## config.mk

```make
export PLATFORM = sky130hd
export DESIGN_NAME = ppm_p6_stream_decoder
export DESIGN_NICKNAME = d
export VERILOG_FILES = /design/src/hw/rtl/ppd_pkg.sv /design/src/hw/rtl/ppm_p6_stream_decoder.sv /design/src/hw/rtl/ppd_parser.sv /design/src/hw/rtl/ppd_rsp_fifo.sv
export SDC_FILE = /design/constraint.sdc
export NUM_CORES = 1
export LEC_CHECK = 0
export CORE_MARGIN = 5
export CORE_UTILIZATION = 61
export CTS_BUF_LIST = sky130_fd_sc_hd__clkbuf_8
export DETAILED_ROUTE_END_ITERATION = 10
export DONT_BUFFER_PORTS = 1
export HOLD_SLACK_MARGIN = 0.12
export PLACE_DENSITY = 0.78
export REMOVE_ABC_BUFFERS = 1
export SYNTH_ARGS = -nofsm -noshare
export SYNTH_HDL_FRONTEND = slang
export SYNTH_HIERARCHICAL = 1
export SYNTH_SLANG_ARGS = --single-unit
```

## constraint.sdc

```tcl
create_clock -name clock -period 14.9 [get_ports clock]
set_input_delay 1.49 -clock clock [delete_from_list [all_inputs] [get_ports clock]]
set_output_delay 1.49 -clock clock [all_outputs]
set_load 0.005 [all_outputs]
```

## src/hw/rtl/ppd_pkg.sv

```systemverilog
// Shared types and constants for the PPM P6 stream decoder.
package ppd_pkg;

   typedef enum logic [3:0] {
      PH_MAGIC0,
      PH_MAGIC1,
      PH_SKIP_W,
      PH_NUM_W,
      PH_SKIP_H,
      PH_NUM_H,
      PH_SKIP_M,
      PH_NUM_M,
      PH_SEP,
      PH_PAYLOAD,
      PH_BAD_MAGIC
   } phase_type;

   typedef enum logic [2:0] {
      ST_OK         = 3'd0,
      ST_BAD_MAGIC  = 3'd1,
      ST_BAD_DIM    = 3'd2,
      ST_BAD_MAXVAL = 3'd3,
      ST_SIZE       = 3'd4
   } status_type;

   localparam logic [7:0] CH_P     = 8'h50;
   localparam logic [7:0] CH_SIX   = 8'h36;
   localparam logic [7:0] CH_HASH  = 8'h23;
   localparam logic [7:0] CH_LF    = 8'h0A;
   localparam logic [7:0] CH_SPACE = 8'h20;
   localparam logic [7:0] CH_TAB   = 8'h09;
   localparam logic [7:0] CH_CR    = 8'h0D;
   localparam logic [7:0] CH_ZERO  = 8'h30;
   localparam logic [7:0] CH_NINE  = 8'h39;
   localparam int unsigned MAXVAL_OK = 255;

   localparam int unsigned TDATA_BITS = 72;

   typedef struct packed {
      logic        is_status;
      logic [31:0] pixel_rgba;
      logic [2:0]  status;
      logic [15:0] image_width;
      logic [15:0] image_height;
      logic        last;
   } rsp_type;

endpackage

```

## src/hw/rtl/ppm_p6_stream_decoder.sv

```systemverilog
// Top level of the PPM P6 stream decoder.
// Takes a binary PPM (P6) file one byte per word on req_ and returns RGBA pixels (alpha 0)
// and one final status word, marked by rsp_tuser and rsp_tlast, on rsp_. Each byte
// is checked and applied in a single pass between the byte register and a two-entry result
// queue, so one byte is taken every cycle unless the queue is full; a final byte that
// completes a pixel also holds the input while its pixel and status words enter the queue
// one after the other. A result word passes through the byte register and the result queue
// before it is presented on rsp_. Dimensions saturate at 2^DIM_BITS; after the final byte
// the block is ready for the next file.
module ppm_p6_stream_decoder import ppd_pkg::*; #(
   parameter int DIM_BITS = 16
) (
   input  logic                  clock,
   input  logic                  reset,
   input  logic                  req_tvalid,
   output logic                  req_tready,
   input  logic [7:0]            req_tdata,   // [7:0] data_byte
   input  logic                  req_tlast,   // end_of_file
   output logic                  rsp_tvalid,
   input  logic                  rsp_tready,
   output logic [TDATA_BITS-1:0] rsp_tdata,   // [31:0] pixel_rgba, [34:32] status,
                                              // [50:35] image_width, [66:51] image_height
   output logic                  rsp_tuser,   // is_status
   output logic                  rsp_tlast    // last
);

   logic    push_valid;
   logic    push_ready;
   rsp_type push_data;
   rsp_type out_data;

   ppd_parser #(
      .DIM_BITS (DIM_BITS)
   ) u_parser (
      .clock      (clock),
      .reset      (reset),
      .req_valid  (req_tvalid),
      .req_ready  (req_tready),
      .req_byte   (req_tdata),
      .req_eof    (req_tlast),
      .push_valid (push_valid),
      .push_ready (push_ready),
      .push_data  (push_data)
   );

   ppd_rsp_fifo u_rsp_fifo (
      .clock      (clock),
      .reset      (reset),
      .push_valid (push_valid),
      .push_ready (push_ready),
      .push_data  (push_data),
      .pop_valid  (rsp_tvalid),
      .pop_ready  (rsp_tready),
      .pop_data   (out_data)
   );

   assign rsp_tdata = {5'b0, out_data.image_height, out_data.image_width,
                       out_data.status, out_data.pixel_rgba};
   assign rsp_tuser = out_data.is_status;
   assign rsp_tlast = out_data.last;

   a_push_room: assert property (@(posedge clock) disable iff (reset)
      push_valid |-> push_ready)
      else $error("result pushed into a full queue");

   a_status_last: assert property (@(posedge clock) disable iff (reset)
      rsp_tvalid |-> (rsp_tuser == rsp_tlast))
      else $error("status word and last flag disagree");

   a_pixel_clean: assert property (@(posedge clock) disable iff (reset)
      (rsp_tvalid && !rsp_tuser) |-> (rsp_tdata[TDATA_BITS-1:24] == '0))
      else $error("pixel word carries alpha or status bits");

   a_status_code: assert property (@(posedge clock) disable iff (reset)
      (rsp_tvalid && rsp_tuser) |-> (rsp_tdata[31:0] == '0 &&
         rsp_tdata[34:32] <= ST_SIZE))
      else $error("malformed status word");

endmodule

```

## src/hw/rtl/ppd_parser.sv

```systemverilog
// Byte register, header/payload parser and result selection.
module ppd_parser import ppd_pkg::*; #(
   parameter int DIM_BITS = 16
) (
   input  logic       clock,
   input  logic       reset,
   input  logic       req_valid,
   output logic       req_ready,
   input  logic [7:0] req_byte,
   input  logic       req_eof,
   output logic       push_valid,
   input  logic       push_ready,
   output rsp_type    push_data
);

   localparam int FW = DIM_BITS + 1;
   localparam logic [FW-1:0] SAT    = FW'(1) << DIM_BITS;
   localparam logic [FW-1:0] MAXDIM = SAT - FW'(1);

   logic            in_v_ff;
   logic [7:0]      byte_ff;
   logic            eof_ff;

   phase_type       phase_ff, phase_in;
   logic            cmt_ff, cmt_in;
   logic [FW-1:0]   acc_ff, acc_in;
   logic [FW-1:0]   w_ff, w_in, h_ff, h_in, m_ff, m_in;
   logic [1:0]      tp_ff, tp_in;
   logic [15:0]     part_ff, part_in;
   logic [FW-1:0]   col_ff, col_in, row_ff, row_in;
   logic            over_ff, over_in;
   logic            pend_ff;
   rsp_type         pend_data_ff;

   logic            fire, pix_fire, below;
   logic            is_digit, is_space, is_hash, is_lf;
   logic [FW+3:0]   acc_ext, acc_mul;
   logic [FW-1:0]   acc_upd;
   logic [FW-1:0]   fw, fh, fm;
   logic            seen_ok;
   status_type      stat;
   rsp_type         pix_rsp, stat_rsp;

   function automatic logic [15:0] sat16(input logic [FW-1:0] v);
      logic [31:0] x;
      x = 32'(v);
      return (x > 32'h0000_FFFF) ? 16'hFFFF : x[15:0];
   endfunction

   assign fire      = in_v_ff && !pend_ff && push_ready;
   assign req_ready = !in_v_ff || fire;

   always_ff @(posedge clock) begin
      if (reset) begin
         in_v_ff <= 1'b0;
      end else if (req_ready) begin
         in_v_ff <= req_valid;
      end
   end

   always_ff @(posedge clock) begin
      if (req_valid && req_ready) begin
         byte_ff <= req_byte;
         eof_ff  <= req_eof;
      end
   end

   // byte classes
   assign is_hash  = byte_ff == CH_HASH;
   assign is_lf    = byte_ff == CH_LF;
   assign is_space = (byte_ff == CH_SPACE) || (byte_ff == CH_TAB) ||
                     (byte_ff == CH_CR) || is_lf;
   assign is_digit = (byte_ff >= CH_ZERO) && (byte_ff <= CH_NINE);

   // acc * 10 + digit, saturating at 2^DIM_BITS
   always_comb begin
      acc_ext = {4'b0, acc_ff};
      acc_mul = (acc_ext << 3) + (acc_ext << 1) +
                {{FW{1'b0}}, byte_ff[3:0] - CH_ZERO[3:0]};
      if (acc_ff[DIM_BITS] || acc_mul > {4'b0, SAT}) begin
         acc_upd = SAT;
      end else begin
         acc_upd = acc_mul[FW-1:0];
      end
   end

   // header phase: a byte that is not used up falls through to the next phase
   // in the same cycle, so every cascade is folded into one step here
   always_comb begin
      phase_in = phase_ff;
      cmt_in   = cmt_ff;
      acc_in   = acc_ff;
      w_in     = w_ff;
      h_in     = h_ff;
      m_in     = m_ff;
      unique case (phase_ff)
         PH_MAGIC0: phase_in = (byte_ff == CH_P) ? PH_MAGIC1 : PH_BAD_MAGIC;
         PH_MAGIC1: phase_in = (byte_ff == CH_SIX) ? PH_SKIP_W : PH_BAD_MAGIC;
         PH_SKIP_W, PH_SKIP_H, PH_SKIP_M: begin
            if (is_hash) begin
               cmt_in = 1'b1;
            end else if (is_lf) begin
               cmt_in = 1'b0;
            end else if (is_space || cmt_ff) begin
               cmt_in = cmt_ff;
            end else if (is_digit) begin
               acc_in   = acc_upd;
               phase_in = (phase_ff == PH_SKIP_W) ? PH_NUM_W :
                          (phase_ff == PH_SKIP_H) ? PH_NUM_H : PH_NUM_M;
            end else begin
               // later fields are still zero; separator is eaten too
               phase_in = PH_PAYLOAD;
            end
         end
         PH_NUM_W, PH_NUM_H, PH_NUM_M: begin
            if (is_digit) begin
               acc_in = acc_upd;
            end else begin
               acc_in = '0;
               cmt_in = 1'b0;
               if (phase_ff == PH_NUM_W) begin
                  w_in = acc_ff;
               end else if (phase_ff == PH_NUM_H) begin
                  h_in = acc_ff;
               end else begin
                  m_in = acc_ff;
               end
               if (phase_ff == PH_NUM_M) begin
                  phase_in = PH_PAYLOAD;
               end else if (is_hash || is_space) begin
                  cmt_in   = is_hash;
                  phase_in = (phase_ff == PH_NUM_W) ? PH_SKIP_H : PH_SKIP_M;
               end else begin
                  phase_in = PH_PAYLOAD;
               end
            end
         end
         PH_SEP:       phase_in = PH_PAYLOAD;
         PH_PAYLOAD:   phase_in = PH_PAYLOAD;
         PH_BAD_MAGIC: phase_in = PH_BAD_MAGIC;
         default:      phase_in = PH_BAD_MAGIC;
      endcase
   end

   // payload position as triple / column / row counters; over marks one
   // byte beyond 3*width*height
   assign below = (w_ff != '0) && (h_ff != '0) && (row_ff < h_ff);

   always_comb begin
      tp_in    = tp_ff;
      part_in  = part_ff;
      col_in   = col_ff;
      row_in   = row_ff;
      over_in  = over_ff;
      pix_fire = 1'b0;
      if (phase_ff == PH_PAYLOAD) begin
         if (below) begin
            case (tp_ff)
               2'd0: begin
                  part_in[7:0] = byte_ff;
                  tp_in        = 2'd1;
               end
               2'd1: begin
                  part_in[15:8] = byte_ff;
                  tp_in         = 2'd2;
               end
               default: begin
                  pix_fire = 1'b1;
                  tp_in    = 2'd0;
                  if (col_ff + FW'(1) == w_ff) begin
                     col_in = '0;
                     row_in = row_ff + FW'(1);
                  end else begin
                     col_in = col_ff + FW'(1);
                  end
               end
            endcase
         end else begin
            over_in = 1'b1;
         end
      end
   end

   // final status from the state after this byte
   always_comb begin
      fw = (phase_in == PH_NUM_W) ? acc_in : w_in;
      fh = (phase_in == PH_NUM_H) ? acc_in : h_in;
      fm = (phase_in == PH_NUM_M) ? acc_in : m_in;
      seen_ok = !over_in && ((w_in == '0) || (h_in == '0) || (row_in == h_in));
      if (phase_in == PH_BAD_MAGIC || phase_in == PH_MAGIC0 || phase_in == PH_MAGIC1) begin
         stat = ST_BAD_MAGIC;
      end else if (fw == '0 || fh == '0 || fw > MAXDIM || fh > MAXDIM) begin
         stat = ST_BAD_DIM;
      end else if (32'(fm) != MAXVAL_OK) begin
         stat = ST_BAD_MAXVAL;
      end else if (phase_in != PH_PAYLOAD || !seen_ok) begin
         stat = ST_SIZE;
      end else begin
         stat = ST_OK;
      end
   end

   always_comb begin
      pix_rsp              = '0;
      pix_rsp.pixel_rgba   = {8'h00, byte_ff, part_ff};
      stat_rsp             = '0;
      stat_rsp.is_status   = 1'b1;
      stat_rsp.status      = stat;
      stat_rsp.image_width = sat16(fw);
      stat_rsp.image_height = sat16(fh);
      stat_rsp.last        = 1'b1;
   end

   assign push_valid = (pend_ff && push_ready) || (fire && (pix_fire || eof_ff));
   assign push_data  = pend_ff ? pend_data_ff : (pix_fire ? pix_rsp : stat_rsp);

   always_ff @(posedge clock) begin
      if (reset) begin
         phase_ff <= PH_MAGIC0;
         cmt_ff   <= 1'b0;
         acc_ff   <= '0;
         w_ff     <= '0;
         h_ff     <= '0;
         m_ff     <= '0;
         tp_ff    <= '0;
         col_ff   <= '0;
         row_ff   <= '0;
         over_ff  <= 1'b0;
         pend_ff  <= 1'b0;
      end else if (fire) begin
         if (eof_ff) begin
            phase_ff <= PH_MAGIC0;
            cmt_ff   <= 1'b0;
            acc_ff   <= '0;
            w_ff     <= '0;
            h_ff     <= '0;
            m_ff     <= '0;
            tp_ff    <= '0;
            col_ff   <= '0;
            row_ff   <= '0;
            over_ff  <= 1'b0;
            // last byte finished a pixel: status word is held and pushed after it
            pend_ff  <= pix_fire;
         end else begin
            phase_ff <= phase_in;
            cmt_ff   <= cmt_in;
            acc_ff   <= acc_in;
            w_ff     <= w_in;
            h_ff     <= h_in;
            m_ff     <= m_in;
            tp_ff    <= tp_in;
            col_ff   <= col_in;
            row_ff   <= row_in;
            over_ff  <= over_in;
         end
      end else if (pend_ff && push_ready) begin
         pend_ff <= 1'b0;
      end
   end

   always_ff @(posedge clock) begin
      if (fire) begin
         part_ff <= part_in;
      end
      if (fire && eof_ff) begin
         pend_data_ff <= stat_rsp;
      end
   end

endmodule

```

## src/hw/rtl/ppd_rsp_fifo.sv

```systemverilog
// Two-entry result queue between the parser and the result channel.
module ppd_rsp_fifo import ppd_pkg::*; (
   input  logic    clock,
   input  logic    reset,
   input  logic    push_valid,
   output logic    push_ready,
   input  rsp_type push_data,
   output logic    pop_valid,
   input  logic    pop_ready,
   output rsp_type pop_data
);

   rsp_type     mem_ff [2];
   logic [1:0]  count_ff;
   logic        wr_ff;
   logic        rd_ff;
   logic        push, pop;

   assign push_ready = count_ff != 2'd2;
   assign pop_valid  = count_ff != 2'd0;
   assign pop_data   = mem_ff[rd_ff];
   assign push       = push_valid && push_ready;
   assign pop        = pop_valid && pop_ready;

   always_ff @(posedge clock) begin
      if (reset) begin
         count_ff <= '0;
         wr_ff    <= 1'b0;
         rd_ff    <= 1'b0;
      end else begin
         if (push) begin
            wr_ff <= !wr_ff;
         end
         if (pop) begin
            rd_ff <= !rd_ff;
         end
         if (push && !pop) begin
            count_ff <= count_ff + 2'd1;
         end else if (pop && !push) begin
            count_ff <= count_ff - 2'd1;
         end
      end
   end

   always_ff @(posedge clock) begin
      if (push) begin
         mem_ff[wr_ff] <= push_data;
      end
   end

endmodule
```

Word level (Yosys, flattened, before mapping)
Memories as Yosys holds them, arrays and structs flattened. A register that Yosys moved wholly into a read port is not among the register bits.
Cells that the tools add are included.
{ "op_classes": {"add_sub_neg": 6, "n_lt_le_gt_ge": 8, "eq_ne": 31, "n_mux": 83, "n_reduce_logical": 64} }
{ "op_table": {"columns": ["op", "n"], "rows": [
  ["17-bit two-way mux", 34],
  ["69-bit two-way mux", 2],
  ["17-bit by 16-bit greater-than comparator with 1-bit output, second input constant", 4],
  ["17-bit zero test", 4],
  ["4-bit two-way mux", 11],
  ["17-bit by 1-bit adder with 17-bit output, second input constant", 2],
  ["17-bit equality test", 2],
  ["17-bit case mux with 2 select lines", 1],
  ["17-bit nonzero test", 2],
  ["16-bit two-way mux", 2],
  ["4-bit by 3-bit equality test with 1-bit output, second input constant", 6],
  ["8-bit by 4-bit equality test with 1-bit output, second input constant", 3],
  ["8-bit by 6-bit equality test with 1-bit output, second input constant", 3],
  ["20-bit by 18-bit adder with 21-bit output", 1],
  ["21-bit by 4-bit adder with 21-bit output", 1],
  ["21-bit by 17-bit greater-than comparator with 1-bit output, second input constant", 1],
  ["4-bit case mux with 5 select lines", 1],
  ["1-bit two-way mux", 19],
  ["1-bit logical OR", 17],
  ["17-bit < comparator", 1],
  ["17-bit by 8-bit inequality test with 1-bit output, second input constant", 1],
  ["4-bit AND reduction", 4],
  ["1-bit logical AND", 14],
  ["2-bit two-way mux", 7],
  ["other kinds (26)", 49]
]} }
{ "totals": {"reg_bits": 176, "ramBits": 138, "inputBits": 13, "output_inout_bits": 76, "word_cells": 215, "mem_count": 1} }
{ "mem_list": {"columns": ["memory", "words", "word_bits", "read_ports", "rd_clocked_by_memory_dff", "wr", "line_no", "text"], "rows": [
  ["u_rsp_fifo.mem_ff", 2, 69, 1, 1, 1, "ppd_rsp_fifo.sv:13", "rsp_type mem_ff [2];"]
]} }

Longest topological paths before layout
Gate-level depths: netlist of the first run.
{ "logic_depth": {"depth_word": 19, "mapped_depth": 19, "ltp_nobuf": 16} }

By module
The synthesis of the first run kept the hierarchy.
{ "modules_own_cells": {"columns": ["mod", "instances", "cells_per_inst", "area_each_um2", "seq_area_each_um2"], "rows": [
  ["ppd_parser", 1, 1490, 12180.4, 4043.9],
  ["ppd_rsp_fifo", 1, 239, 5240.0, 4244.1],
  ["ppm_p6_stream_decoder", 1, 6, 41.3, 0.0]
]} }

Worst setup path before layout of the first run
Ideal clock, no wire load.
{ "synth_path": {"path_kind": "register to register", "startpoint": "reg u_rsp_fifo.count_ff[0]", "endpoint": "mem u_rsp_fifo/mem_ff[1][0] (netlist name), enable pin", "setup_ns": 0.435, "t_arrival_ns": 4.698, "required_time_ns": 14.465, "setup_slack_ns": 9.767, "stages_incl_launch_ff": 9, "n_path_buf": 1, "synth_period_minus_slack_ns": 5.133, "path_cell_list": "dfxtp_1 nand2b_1 nand2_1 or2_2 clkbuf_1 nor2_1 a21oi_1 o21ai_0 and3_1"} }
{ "synth_between": {"elab_chain_len": 7, "elab_cells_between_ends": 8, "cone_classes": "eq/ne (1); mux (2); reduce/logical (5)"} }
{ "synth_lines": {"columns": ["element", "line_no", "text"], "rows": [
  ["start: declaration", "ppd_rsp_fifo.sv:14", "logic [1:0] count_ff;"],
  ["start signal: assignment", "ppd_rsp_fifo.sv:38", "count_ff <= count_ff + 2'd1;"],
  ["start signal: assignment", "ppd_rsp_fifo.sv:40", "count_ff <= count_ff - 2'd1;"],
  ["2-bit inequality test *", "ppd_rsp_fifo.sv:19", "assign push_ready = count_ff != 2'd2;"],
  ["net push_ready", "ppm_p6_stream_decoder.sv:28", "logic push_ready;"],
  ["1-bit logical AND", "ppd_parser.sv:50", "assign fire = in_v_ff && !pend_ff && push_ready;"],
  ["1-bit logical AND", "ppd_parser.sv:214", "assign push_valid = (pend_ff && push_ready) || (fire && (pix_fire || eof_ff));"],
  ["1-bit logical OR *", "ppd_parser.sv:214", null],
  ["net push_valid", "ppm_p6_stream_decoder.sv:27", "logic push_valid;"],
  ["1-bit logical AND *", "ppd_rsp_fifo.sv:22", "assign push = push_valid && push_ready;"],
  ["1-bit two-way mux *", "ppd_rsp_fifo.sv:46", "if (push) begin"],
  ["1-bit two-way mux (not written as such) *", "ppd_rsp_fifo.sv:47", "mem_ff[wr_ff] <= push_data;"],
  ["end: declaration", "ppd_rsp_fifo.sv:13", null]
]} }
The timed path passes the listed nets; every way through them passes the cells marked *.

==> results of run 1 <==
registers in the layout, indices dropped and copies added, names as in the netlist, named ones only:
register,cells
u_rsp_fifo/count_ff,2
u_parser/acc_ff,17
u_rsp_fifo/rd_ff,1
u_parser/phase_ff,4
u_rsp_fifo/wr_ff,1
u_parser/in_v_ff,1
u_parser/eof_ff,1
u_parser/pend_ff,1
u_parser/pend_data_ff,35
u_parser/cmt_ff,1
u_parser/tp_ff,2
u_parser/col_ff,17
u_parser/byte_ff,8
u_parser/h_ff,17
u_parser/row_ff,17
u_parser/over_ff,1
u_parser/w_ff,17
u_parser/part_ff,16
u_parser/m_ff,17
u_rsp_fifo/mem_ff,138
layout by cell type (no fill, tap or decap), types with 10 or more instances in the layout:
| cell type | Yosys | routed |
|---|---|---|
| a21oi_1 | 115 | 115 |
| or2_2 | 13 | 13 |
| mux2i_1 | 21 | 21 |
| inv_1 | 47 | 61 |
| xnor2_1 | 27 | 27 |
| and2_1 | 32 | 32 |
| xor2_1 | 27 | 27 |
| nor3_1 | 35 | 34 |
| nor4_1 | 26 | 25 |
| clkbuf_8 | 0 | 60 |
| nor2b_1 | 16 | 16 |
| edfxtp_1 | 198 | 198 |
| a22oi_1 | 65 | 65 |
| conb_1 | 2 | 13 |
| o211ai_1 | 17 | 17 |
| nand3_1 | 40 | 40 |
| mux2_4 | 10 | 10 |
| o21a_1 | 10 | 10 |
| or4_1 | 14 | 14 |
| nand4_1 | 18 | 18 |
| dfxtp_1 | 117 | 116 |
| mux2_2 | 62 | 62 |
| and3_1 | 21 | 20 |
| a22o_1 | 38 | 38 |
| or3_1 | 30 | 30 |
| nand2b_1 | 20 | 20 |
| a31oi_1 | 17 | 17 |
| ha_1 | 52 | 52 |
| nand2_1 | 93 | 93 |
| o21ai_0 | 81 | 81 |
| a21o_1 | 15 | 15 |
| a211oi_1 | 15 | 15 |
| buf_4 | 20 | 29 |
| nor2_1 | 171 | 168 |
logic make-up (layout without fill, tap and decap cells):
kind of cell,after synthesis,after routing,share of synthesized area
AOI/OAI and AO/OA,463,463,0.1788
xor gates and xnor gates,54,54,0.02709
adders and majority gates,54,54,0.03955
buffers and inverters,177,168,0.04536
DFF,315,315,0.4746
muxes,93,93,0.06062
other,2,13,0.0004301
and+or+nand+nor,577,577,0.1735
worst paths after layout:
path / start / end / slack (ns) / depth (start not counted)
hold / removal: u_parser/m_ff[9]$_SDFFE_PP0P_ / u_parser/m_ff[9]$_SDFFE_PP0P_ / 0.50 / 2
hold reg to reg: u_parser/m_ff[9]$_SDFFE_PP0P_ / u_parser/m_ff[9]$_SDFFE_PP0P_ / 0.50 / 2
setup reg to reg: u_parser/acc_ff[0]$_SDFFE_PP0P_ / u_rsp_fifo/mem_ff[0][34]$_DFFE_PP_ / 9.00 / 17
setup / recovery: u_parser/acc_ff[0]$_SDFFE_PP0P_ / u_rsp_fifo/mem_ff[0][34]$_DFFE_PP_ / 9.00 / 17
through the flow:
stage                 util  instances
CTS                 0.6558       2121
global placement    0.6191       2029
finish              0.6558       2121
floorplan                -       1616
global route        0.6558       2121
detailed placement  0.6191       2029
where the power goes:
group	total [mW]	internal, mW	switching, mW
combinational	0.219	0.0967	0.122
sequential	1.02	0.971	0.0478
clock	0.749	0.404	0.345
total	1.99	1.47	0.515
tightest hold or removal path, stage by stage (launching register included):
cell and delay (ns):
dfxtp_1 0.33, a22oi_1 0.07, nor2_1 0.07
per-layer routing:
metal / vias to the layer above / track usage / routed length [µm]
li1: 6417 / - / -
met1: 6855 / 0.4260 / 20460
met2: 779 / 0.4917 / 23250
met3: 140 / 0.05947 / 4740
met4: 2 / 0.1235 / 2149
met5: - / 0 / 15
area by class of cell:
| class | count | area [µm²] | share of cell area |
|---|---|---|---|
| multi-input cells | 1254 | 8461 | 0.4532 |
| flip-flops and latches | 315 | 8292 | 0.4441 |
| clock buffers | 60 | 825.8 | 0.04423 |
| well taps | 384 | 480.5 | 0.02574 |
| repair buffers | 29 | 217.7 | 0.01166 |
| clock inverters | 32 | 216.5 | 0.01159 |
| inverters | 47 | 176.4 | 0.009450 |
==> metrics.cfg, run 1 <==
[global_routing]
grt_usage=0.3113
grt_overflow=0
grt_pass1_wl_um=77600
grt_pass1_vias=13460
antenna_found_initial=1
grt_max_degree=118

[clock_network]
clk_latency_ns=0.58
cts_resized=0
cts-root-buf=clkbuf_8
path_clk_slew_ns=0.06
holdBufCountCts=0
cts_tree=yes
post_cts_buffers=0
cts_inserted_buffers=50
htreeDepth=2
numClockSinks=315
clk_path_buf_depth=3

[place]
routabilityCongestion=1.024
place_area_um2=17630
numPortBuffers=0
place_ws_ns=9.160
place_hpwl_um=34640

[timing]
hold_violations=0
fmax_mhz=169.5
fin_ws_ns=9.000
setup_tns_ns=0
finalSetupViolCount=0
rsz0062_at_grt=false
period_share=0.3960
fin_worst_skew_ns=0.01478
fin_crit_ns=5.900
relSlewSlack=0.09674
whs_ns=0.5005
slew_viol_final=0
tightest_slew_ns=1.346

[worst_setup_path]
cp-end-kind=register
crit_path_cell_trace=inv_1, fa_1, inv_1, ha_1, a211oi_1, o21bai_1, a31oi_1, mux2i_1, or3_1, nor3_4, o21a_1, buf_4, a22o_2, o2111ai_1, o41ai_2, a21boi_0, a22o_1
cp_top_family=compound AO/OA/AOI/OAI gates
crit_top_cell=inv_1
path_max_fanout=14
cp_data_required_time_ns=15.22
slowest_delay_ns=0.67
path_class=reg2reg
crit_arrival_ns=6.22
crit_slowest_cell=dfxtp_1
crit_buf_inv=3
critPathLaunchType=register

[drt]
wl_per_cell_um=23.87
viasPerCell=6.692
first_iter_violations=1867
dr.pass1.iters=5
drt-total-wl_um=50620
vias=14190
drc_errors=0
ant_nets=0

[layout]
nFillCells=2195
final_nets=1764
n_antenna_cell=0
final_cell_area_um2=18670
area_growth_pct=6.915
layout-drive-gt1-share=0.1249

[logic_synthesis]
synthTopCellsByArea=edfxtp_1, dfxtp_1, mux2_2, ha_1, nor2_1
synth_edf_count=198
ys.flop_type=edfxtp_1
yosysTopAreaCell=edfxtp_1
yosys.cell_count.top_type=edfxtp_1
ys_types=90
netlist.area_leader.share=0.3405
yosysWarnings=6
synth.top_cells.by_count=edfxtp_1, nor2_1, dfxtp_1, a21oi_1, nand2_1
async_flop_share=0
avgSynthCellArea_um2=10.06
synth-seq-cells=315
synth_cells=1735
ys_seq_area_frac=0.4746
netlist_area_um2=17460

[floorplanning]
die_area_um2=32110
rows=62
chipHeight_um=179.2
io_pins=89
initial_core_util=0.6133
die_w_um=179.2
coreArea_um2=28470

[power]
power_leakage_nw=6.819
power_density_nw_per_um2=106.4
fin_total_pwr_mw=1.987
peakVddDrop_mv=0.05906

[min_path]
min_path_type=reg2reg

[outcome]
status=complete, no violations

[job]
cap_violations=0

No activity file was read; power rests on OpenSTA's default activity.
==> inputs of run 2 (changes only) <==
==> constraint.sdc (replaced) <==
create_clock -name clock -period 5.5 [get_ports clock]
set_input_delay 0.55 -clock clock [delete_from_list [all_inputs] [get_ports clock]]
set_output_delay 0.55 -clock clock [all_outputs]
set_load 0.005 [all_outputs]
==> run 2 against run 1 <==
Against the previous run: sequential cell count stayed put; clock skew up 0.0096 ns; combinational power grew to 2.9 times the previous value; critical path type unchanged; largest cell class unchanged; largest power group unchanged.
==> metrics.cfg, run 2 (synthesized netlist as in run 1, its figures left out) <==
[place]
routabilityCongestion=1.026  ; was 1.024
place_hpwl_um=36600  ; was 34,640 µm
numPortBuffers=0  ; unchanged

[global_routing]
grt_overflow=0  ; unchanged
groute.layer.met2.usage=0.4972  ; was 0.4917
antenna_found_initial=0  ; was 1
grt_usage=0.3158  ; was 0.3113
grt_pass1_wl_um=77920  ; was 77,600 µm
grt_max_degree=118  ; unchanged
grt_pass1_vias=13270  ; was 13.46k
met3_usage=0.05715  ; was 0.05947
top_usage_layer=met2  ; unchanged
use_met1=0.4335  ; was 0.4260

[worst_setup_path]
r2r_end=u_rsp_fifo/mem_ff[1][34]$_DFFE_PP_  ; was u_rsp_fifo/mem_ff[0][34]$_DFFE_PP_
path_max_fanout=7  ; was 14
rrSetupSlack_ns=0.32  ; was 9.00 ns
cp_data_required_time_ns=5.82  ; was 15.22 ns
cp_top_family=compound AO/OA/AOI/OAI gates  ; unchanged
r2r_cells=16  ; was 17
crit_path_cell_trace=inv_1, fa_1, inv_1, ha_1, a211oi_1, o21bai_1, a31oi_1, mux2i_1, or3_1, nor4_1, o21ai_0, o21ai_0, o2111ai_1, o41ai_2, a21boi_0, a22o_1  ; was inv_1, fa_1, inv_1, ha_1, a211oi_1, o21bai_1, a31oi_1, mux2i_1, or3_1, nor3_4, o21a_1, buf_4, a22o_2, o2111ai_1, o41ai_2, a21boi_0, a22o_1
critPathLaunchType=register  ; unchanged
crit_arrival_ns=5.51  ; was 6.22 ns
cp-end-kind=register  ; unchanged
crit_slowest_cell=fa_1  ; was dfxtp_1
crit_buf_inv=2  ; was 3
slowest_delay_ns=0.61  ; was 0.67 ns
r2r_start=u_parser/byte_ff[3]$_DFFE_PP_  ; was u_parser/acc_ff[0]$_SDFFE_PP0P_
path_class=reg2reg  ; unchanged

[clock_network]
cts_tree=yes  ; unchanged
clk_latency_ns=0.59  ; was 0.58 ns
clk_path_buf_depth=3  ; unchanged
cts-root-buf=clkbuf_8  ; unchanged
htreeDepth=2  ; unchanged
path_clk_slew_ns=0.06  ; about the same
cts_inserted_buffers=51  ; was 50
numClockSinks=315  ; unchanged

[layout]
final_util=0.6726  ; was 0.6558
layout_common_cells=edfxtp_1, nor2_1, dfxtp_1, a21oi_1, nand2_1  ; unchanged
n_antenna_cell=0  ; unchanged
largest_register_ffs=138  ; unchanged
top_regs=u_rsp_fifo/mem_ff x138, u_parser/pend_data_ff x35  ; unchanged
final_nets=1813  ; was 1,764
layout-drive-gt1-share=0.1442  ; was 0.1249
nFillCells=2269  ; was 2,195
area_growth_pct=9.659  ; was 6.915%
final_common_cell=edfxtp_1  ; unchanged
regMostFlops=u_rsp_fifo/mem_ff  ; unchanged

[floorplanning]
rows=62  ; unchanged
die_w_um=179.2  ; unchanged
die_area_um2=32110  ; unchanged
initial_core_util=0.6133  ; unchanged
chipHeight_um=179.2  ; unchanged
io_pins=89  ; unchanged
coreArea_um2=28470  ; unchanged

[min_path]
min_path_type=in2reg  ; was reg2reg
min_to=u_rsp_fifo/rd_ff$_SDFFE_PP0P_  ; was u_parser/m_ff[9]$_SDFFE_PP0P_
min_path_cells=3  ; was 2
worstHoldStart=rsp_tready  ; was u_parser/m_ff[9]$_SDFFE_PP0P_

[outcome]
status=complete, no violations  ; unchanged

[timing]
finalSetupViolCount=0  ; unchanged
relSlewSlack=0.1339  ; was 0.09674
slew_viol_final=0  ; unchanged
period_share=0.9420  ; was 0.3960
fin_worst_skew_ns=0.02438  ; was 0.01478 ns
rsz0062_at_grt=false  ; unchanged
hold_violations=0  ; unchanged
tightest_slew_ns=1.290  ; was 1.346 ns
setup_tns_ns=0  ; unchanged
fmax_mhz=193.0  ; was 169.5 MHz
fin_crit_ns=5.181  ; was 5.900 ns

[drt]
first_iter_violations=1699  ; was 1,867
ant_nets=0  ; unchanged
viasPerCell=6.584  ; was 6.692
drt-total-wl_um=51800  ; was 50,620 µm
drc_errors=0  ; unchanged
dr.pass1.iters=6  ; was 5
wl_per_cell_um=23.84  ; was 23.87 µm
vias=14310  ; was 14.19k

[power]
peakVddDrop_mv=0.1744  ; was 0.05906 mV
power_leakage_nw=7.116  ; was 6.819 nW
power_density_nw_per_um2=287.9  ; was 106.4 nW/µm²

[job]
cap_violations=0  ; unchanged

## run 2: changes by cell type in the layout (fill, tap and decap cells not counted), sizes merged
cell	previous run	this run
buf	29	67
dlygate4sd3	0	10
clkinv	9	16
clkinvlp	5	0
bufinv	2	4
## run 2: final cells by class
type	instances	area, µm²	area share
clock buffers	60	825.8	0.04313
repair buffers	77	635.6	0.03319
clock inverters	36	271.5	0.01418
multi-input cells	1254	8467	0.4422
flip-flops and latches	315	8292	0.4330
well taps	384	480.5	0.02509
inverters	47	176.4	0.009213
## run 2: worst max path at each step
stage / from / depth (start not counted) / end
6_report: u_parser/byte_ff[3]$_DFFE_PP_ / 16 / u_rsp_fifo/mem_ff[1][34]$_DFFE_PP_
4_1_cts: u_parser/byte_ff[3]$_DFFE_PP_ / 16 / u_rsp_fifo/mem_ff[0][33]$_DFFE_PP_
3_5_place_dp: u_parser/byte_ff[3]$_DFFE_PP_ / 16 / u_rsp_fifo/mem_ff[1][33]$_DFFE_PP_
3_3_place_gp: u_parser/byte_ff[3]$_DFFE_PP_ / 16 / u_rsp_fifo/mem_ff[0][33]$_DFFE_PP_
2_1_floorplan: u_parser/pend_ff$_SDFFE_PP0P_ / 5 / u_rsp_fifo/mem_ff[1][0]$_DFFE_PP_
5_1_grt: u_parser/byte_ff[3]$_DFFE_PP_ / 17 / u_rsp_fifo/mem_ff[1][34]$_DFFE_PP_
## run 2: per-layer routing
layer	share of wire	vias to the layer above	wire [µm]
met4	0.045	0	2329
met1	0.42	6918	21690
li1	-	6537	-
met2	0.45	707	23280
met3	0.087	146	4503
met5	0	-	0
## run 2: tightest hold or removal path, cell delays in order
cell and delay (ns):
o21ai_0 0.11, xor2_1 0.10, nor2_1 0.08
## run 2: what timing repair did
item / in CTS / in global routing
endpoints found under the setup margin: 0 / 4
gates resized for setup: 0 / 1
setup buffers: 0 / 0
hold endpoints to repair: 126 / 0
hold buffers: 11 / 0
## run 2: power by group
part | switching, mW | internal, mW | leakage, nW
clock network | 0.937 | 1.19 | 0.625
registers | 0.123 | 2.63 | 2.76
logic | 0.356 | 0.278 | 3.73
total | 1.42 | 4.10 | 7.12
## run 2: stage by stage
step / instances / setup WS, ns / hold WS (ns) / cell area, µm² / power [mW]
final: 2173 / 0.3188 / 0.2918 / 19150 / 5.513
after floorplan: 1616 / 0.2637 / 0.4573 / 16890 / 3.216
after global placement: 2066 / 0.4233 / 0.4734 / 17920 / 3.388
after detailed placement: 2066 / 0.3321 / 0.4856 / 17920 / 3.402
after global routing: 2173 / 0.07726 / 0.3241 / 19150 / 5.724
after CTS: 2173 / 0.3259 / 0.2748 / 19140 / 5.550
==> inputs of run 3 (changes only) <==
--- a/config.mk
+++ b/config.mk
@@ -6,13 +6,12 @@
 export NUM_CORES = 1
 export LEC_CHECK = 0
 export CORE_MARGIN = 5
-export CORE_UTILIZATION = 61
+export CORE_UTILIZATION = 60
 export CTS_BUF_LIST = sky130_fd_sc_hd__clkbuf_8
 export DETAILED_ROUTE_END_ITERATION = 10
 export DONT_BUFFER_PORTS = 1
 export HOLD_SLACK_MARGIN = 0.12
-export PLACE_DENSITY = 0.78
-export REMOVE_ABC_BUFFERS = 1
+export PLACE_DENSITY = 0.8
 export SYNTH_ARGS = -nofsm -noshare
 export SYNTH_HDL_FRONTEND = slang
 export SYNTH_HIERARCHICAL = 1
==> constraint.sdc (replaced) <==
create_clock -name clock -period 4.2 [get_ports clock]
set_input_delay 0.42 -clock clock [delete_from_list [all_inputs] [get_ports clock]]
set_output_delay 0.42 -clock clock [all_outputs]
set_load 0.005 [all_outputs]
==> run 3 against run 2 <==
Against the previous run: the flow now finishes with violations (negative setup slack); register-to-register slack got worse by 0.45 ns; routed wire length rose by 2.8%; sequential cell count is the same; final cell count increased by 9.0%; clock power rose by 27%; via count is 6.6% higher; critical path type unchanged; critical endpoint unchanged; highest routed layer unchanged.
==> metrics.cfg, run 3 (synthesized netlist as in run 1, its figures left out) <==
[outcome]
status=finished with violations  ; was complete, no violations
failed_checks=negative setup slack

[global_routing]
grt_overflow=0  ; unchanged
grt_max_degree=118  ; unchanged
use_met1=0.4229  ; was 0.4335
top_usage_layer=met2  ; unchanged
groute.layer.met2.usage=0.5228  ; was 0.4972
met3_usage=0.05571  ; was 0.05715
antenna_found_initial=3  ; was 0
grt_pass1_vias=14940  ; was 13.27k
grt_pass1_wl_um=83050  ; was 77,920 µm
grt_usage=0.3148  ; was 0.3158

[timing]
fmax_mhz=230.9  ; was 193.0 MHz
finalSetupViolCount=10  ; was 0
slew_viol_final=0  ; unchanged
setup_tns_ns=-0.7577  ; was 0 ns
relSlewSlack=0.1616  ; was 0.1339
fin_ws_ns=-0.1312  ; was 0.3188 ns
period_share=1.031  ; was 0.9420
fin_crit_ns=4.331  ; was 5.181 ns
rsz0062_at_grt=true  ; was false
tightest_slew_ns=1.249  ; was 1.290 ns
whs_ns=0.1924  ; was 0.2918 ns
hold_violations=0  ; unchanged
fin_worst_skew_ns=0.02498  ; was 0.02438 ns

[layout]
layoutNonFillerInstCount=2368  ; was 2,173
final_common_cell=buf_4  ; was edfxtp_1
n_antenna_cell=0  ; unchanged
top_regs=u_rsp_fifo/mem_ff x138, u_parser/pend_data_ff x35  ; unchanged
largest_register_ffs=138  ; unchanged
layout_common_cells=buf_4, edfxtp_1, nor2_1, a21oi_1, dfxtp_1  ; was edfxtp_1, nor2_1, dfxtp_1, a21oi_1, nand2_1
area_growth_pct=20.20  ; was 9.659%
layout-drive-gt1-share=0.2550  ; was 0.1442
regMostFlops=u_rsp_fifo/mem_ff  ; unchanged
final_nets=2010  ; was 1,813

[clock_network]
path_clk_slew_ns=0.06  ; about the same
clk_latency_ns=0.58  ; was 0.59 ns
htreeDepth=2  ; unchanged
cts-root-buf=clkbuf_8  ; unchanged
cts_inserted_buffers=50  ; was 51
clk_path_buf_depth=3  ; unchanged
numClockSinks=315  ; unchanged
cts_tree=yes  ; unchanged

[job]
cap_violations=0  ; unchanged

[drt]
drt-total-wl_um=53270  ; was 51,800 µm
viasPerCell=6.441  ; was 6.584
wl_per_cell_um=22.50  ; was 23.84 µm
vias=15250  ; was 14.31k
first_iter_violations=1738  ; was 1,699
ant_nets=0  ; unchanged
drc_errors=0  ; unchanged
dr.pass1.iters=6  ; unchanged

[worst_setup_path]
crit_arrival_ns=4.64  ; was 5.51 ns
cp_data_required_time_ns=4.51  ; was 5.82 ns
path_class=reg2reg  ; unchanged
critPathLaunchType=register  ; unchanged
path_max_fanout=7  ; unchanged
cp-end-kind=register  ; unchanged

[power]
peakVddDrop_mv=0.2162  ; was 0.1744 mV
power_density_nw_per_um2=342.5  ; was 287.9 nW/µm²
fin_total_pwr_mw=7.190  ; was 5.513 mW
power_leakage_nw=8.178  ; was 7.116 nW

[floorplanning]
initial_core_util=0.6084  ; was 0.6133
die_w_um=180.6  ; was 179.2 µm
io_pins=89  ; unchanged
chipHeight_um=180.6  ; was 179.2 µm
rows=62  ; unchanged
coreArea_um2=28700  ; was 28,470 µm²
die_area_um2=32610  ; was 32,110 µm²

[place]
dp.cells=2257  ; was 2,066
place_ws_ns=-0.2718  ; was 0.3321 ns
numPortBuffers=0  ; unchanged
place_hpwl_um=37790  ; was 36,600 µm
routabilityCongestion=1.006  ; was 1.026

[min_path]
min_path_type=in2reg  ; unchanged

## run 3: cell types whose count changed in the layout (fill, tap and decap cells not counted), moves of 4 or more
cell,previous run,this run
buf_4,65,258
clkinv_2,9,2
ha_1,52,48
inv_2,1,5
o21ai_0,81,73
o21ai_1,6,11
## run 3: what timing repair did
action                                  CTS  global route
pin swaps                                13             8
resized for setup                        43            25
buffers inserted                          3             4
hold buffers                             11             0
endpoints found under the setup margin   26            52
endpoints found under the hold margin   126             0
## run 3: path summary, 6_finish.rpt
check                                startpoint                            endpoint  slack [ns]  cells past startpoint
setup / recovery  u_parser/byte_ff[3]$_DFFE_PP_  u_rsp_fifo/mem_ff[1][34]$_DFFE_PP_       -0.13                     17
hold / removal                       rsp_tready                            register        0.19                      3
setup reg to reg  u_parser/byte_ff[3]$_DFFE_PP_  u_rsp_fifo/mem_ff[1][34]$_DFFE_PP_       -0.13                     17
hold reg to reg   u_parser/m_ff[0]$_SDFFE_PP0P_       u_parser/m_ff[0]$_SDFFE_PP0P_        0.50                      2
## run 3: layout make-up
cell class	count	area [µm²]
sequential	315	8295
multi-input combinational	1254	8816
clock inverter	33	224.0
clock buffer	60	825.8
fill	1985	7714
tap	384	480.5
inverter	47	180.2
timing repair buffer	275	2167
## run 3: metal layers
metal / share of wire / vias to the layer above
met5: 0 / -
met4: 0.037 / 0
met3: 0.094 / 176
met2: 0.47 / 846
met1: 0.40 / 7295
li1: - / 6936
## run 3: power by group
part           leakage [nW]  total (mW)  internal, mW  switching, mW
Clock                 0.610        2.71          1.49           1.22
Combinational          4.80       0.881         0.392          0.489
Sequential             2.77        3.60          3.44          0.159
Total                  8.18        7.19          5.32           1.87
## run 3: stage by stage
step	utilization	cell area (µm²)
finish	0.7313	20990
global route	0.7313	20990
CTS	0.7261	20840
detailed placement	0.6779	19460
global placement	0.6779	19460
floorplan	-	17610
## run 3: critical path, cell delays in order (launching register included)
cell,delay (ns)
edfxtp_1,0.37
inv_2,0.05
fa_2,0.56
fa_2,0.22
nor2b_2,0.05
o2111a_1,0.26
o211a_1,0.25
o31a_1,0.25
or3_4,0.45
buf_4,0.17
nor4_2,0.27
o21ai_2,0.13
o21ai_2,0.11
o2111ai_2,0.15
o41ai_2,0.29
buf_4,0.19
a21boi_2,0.06
a22o_1,0.22
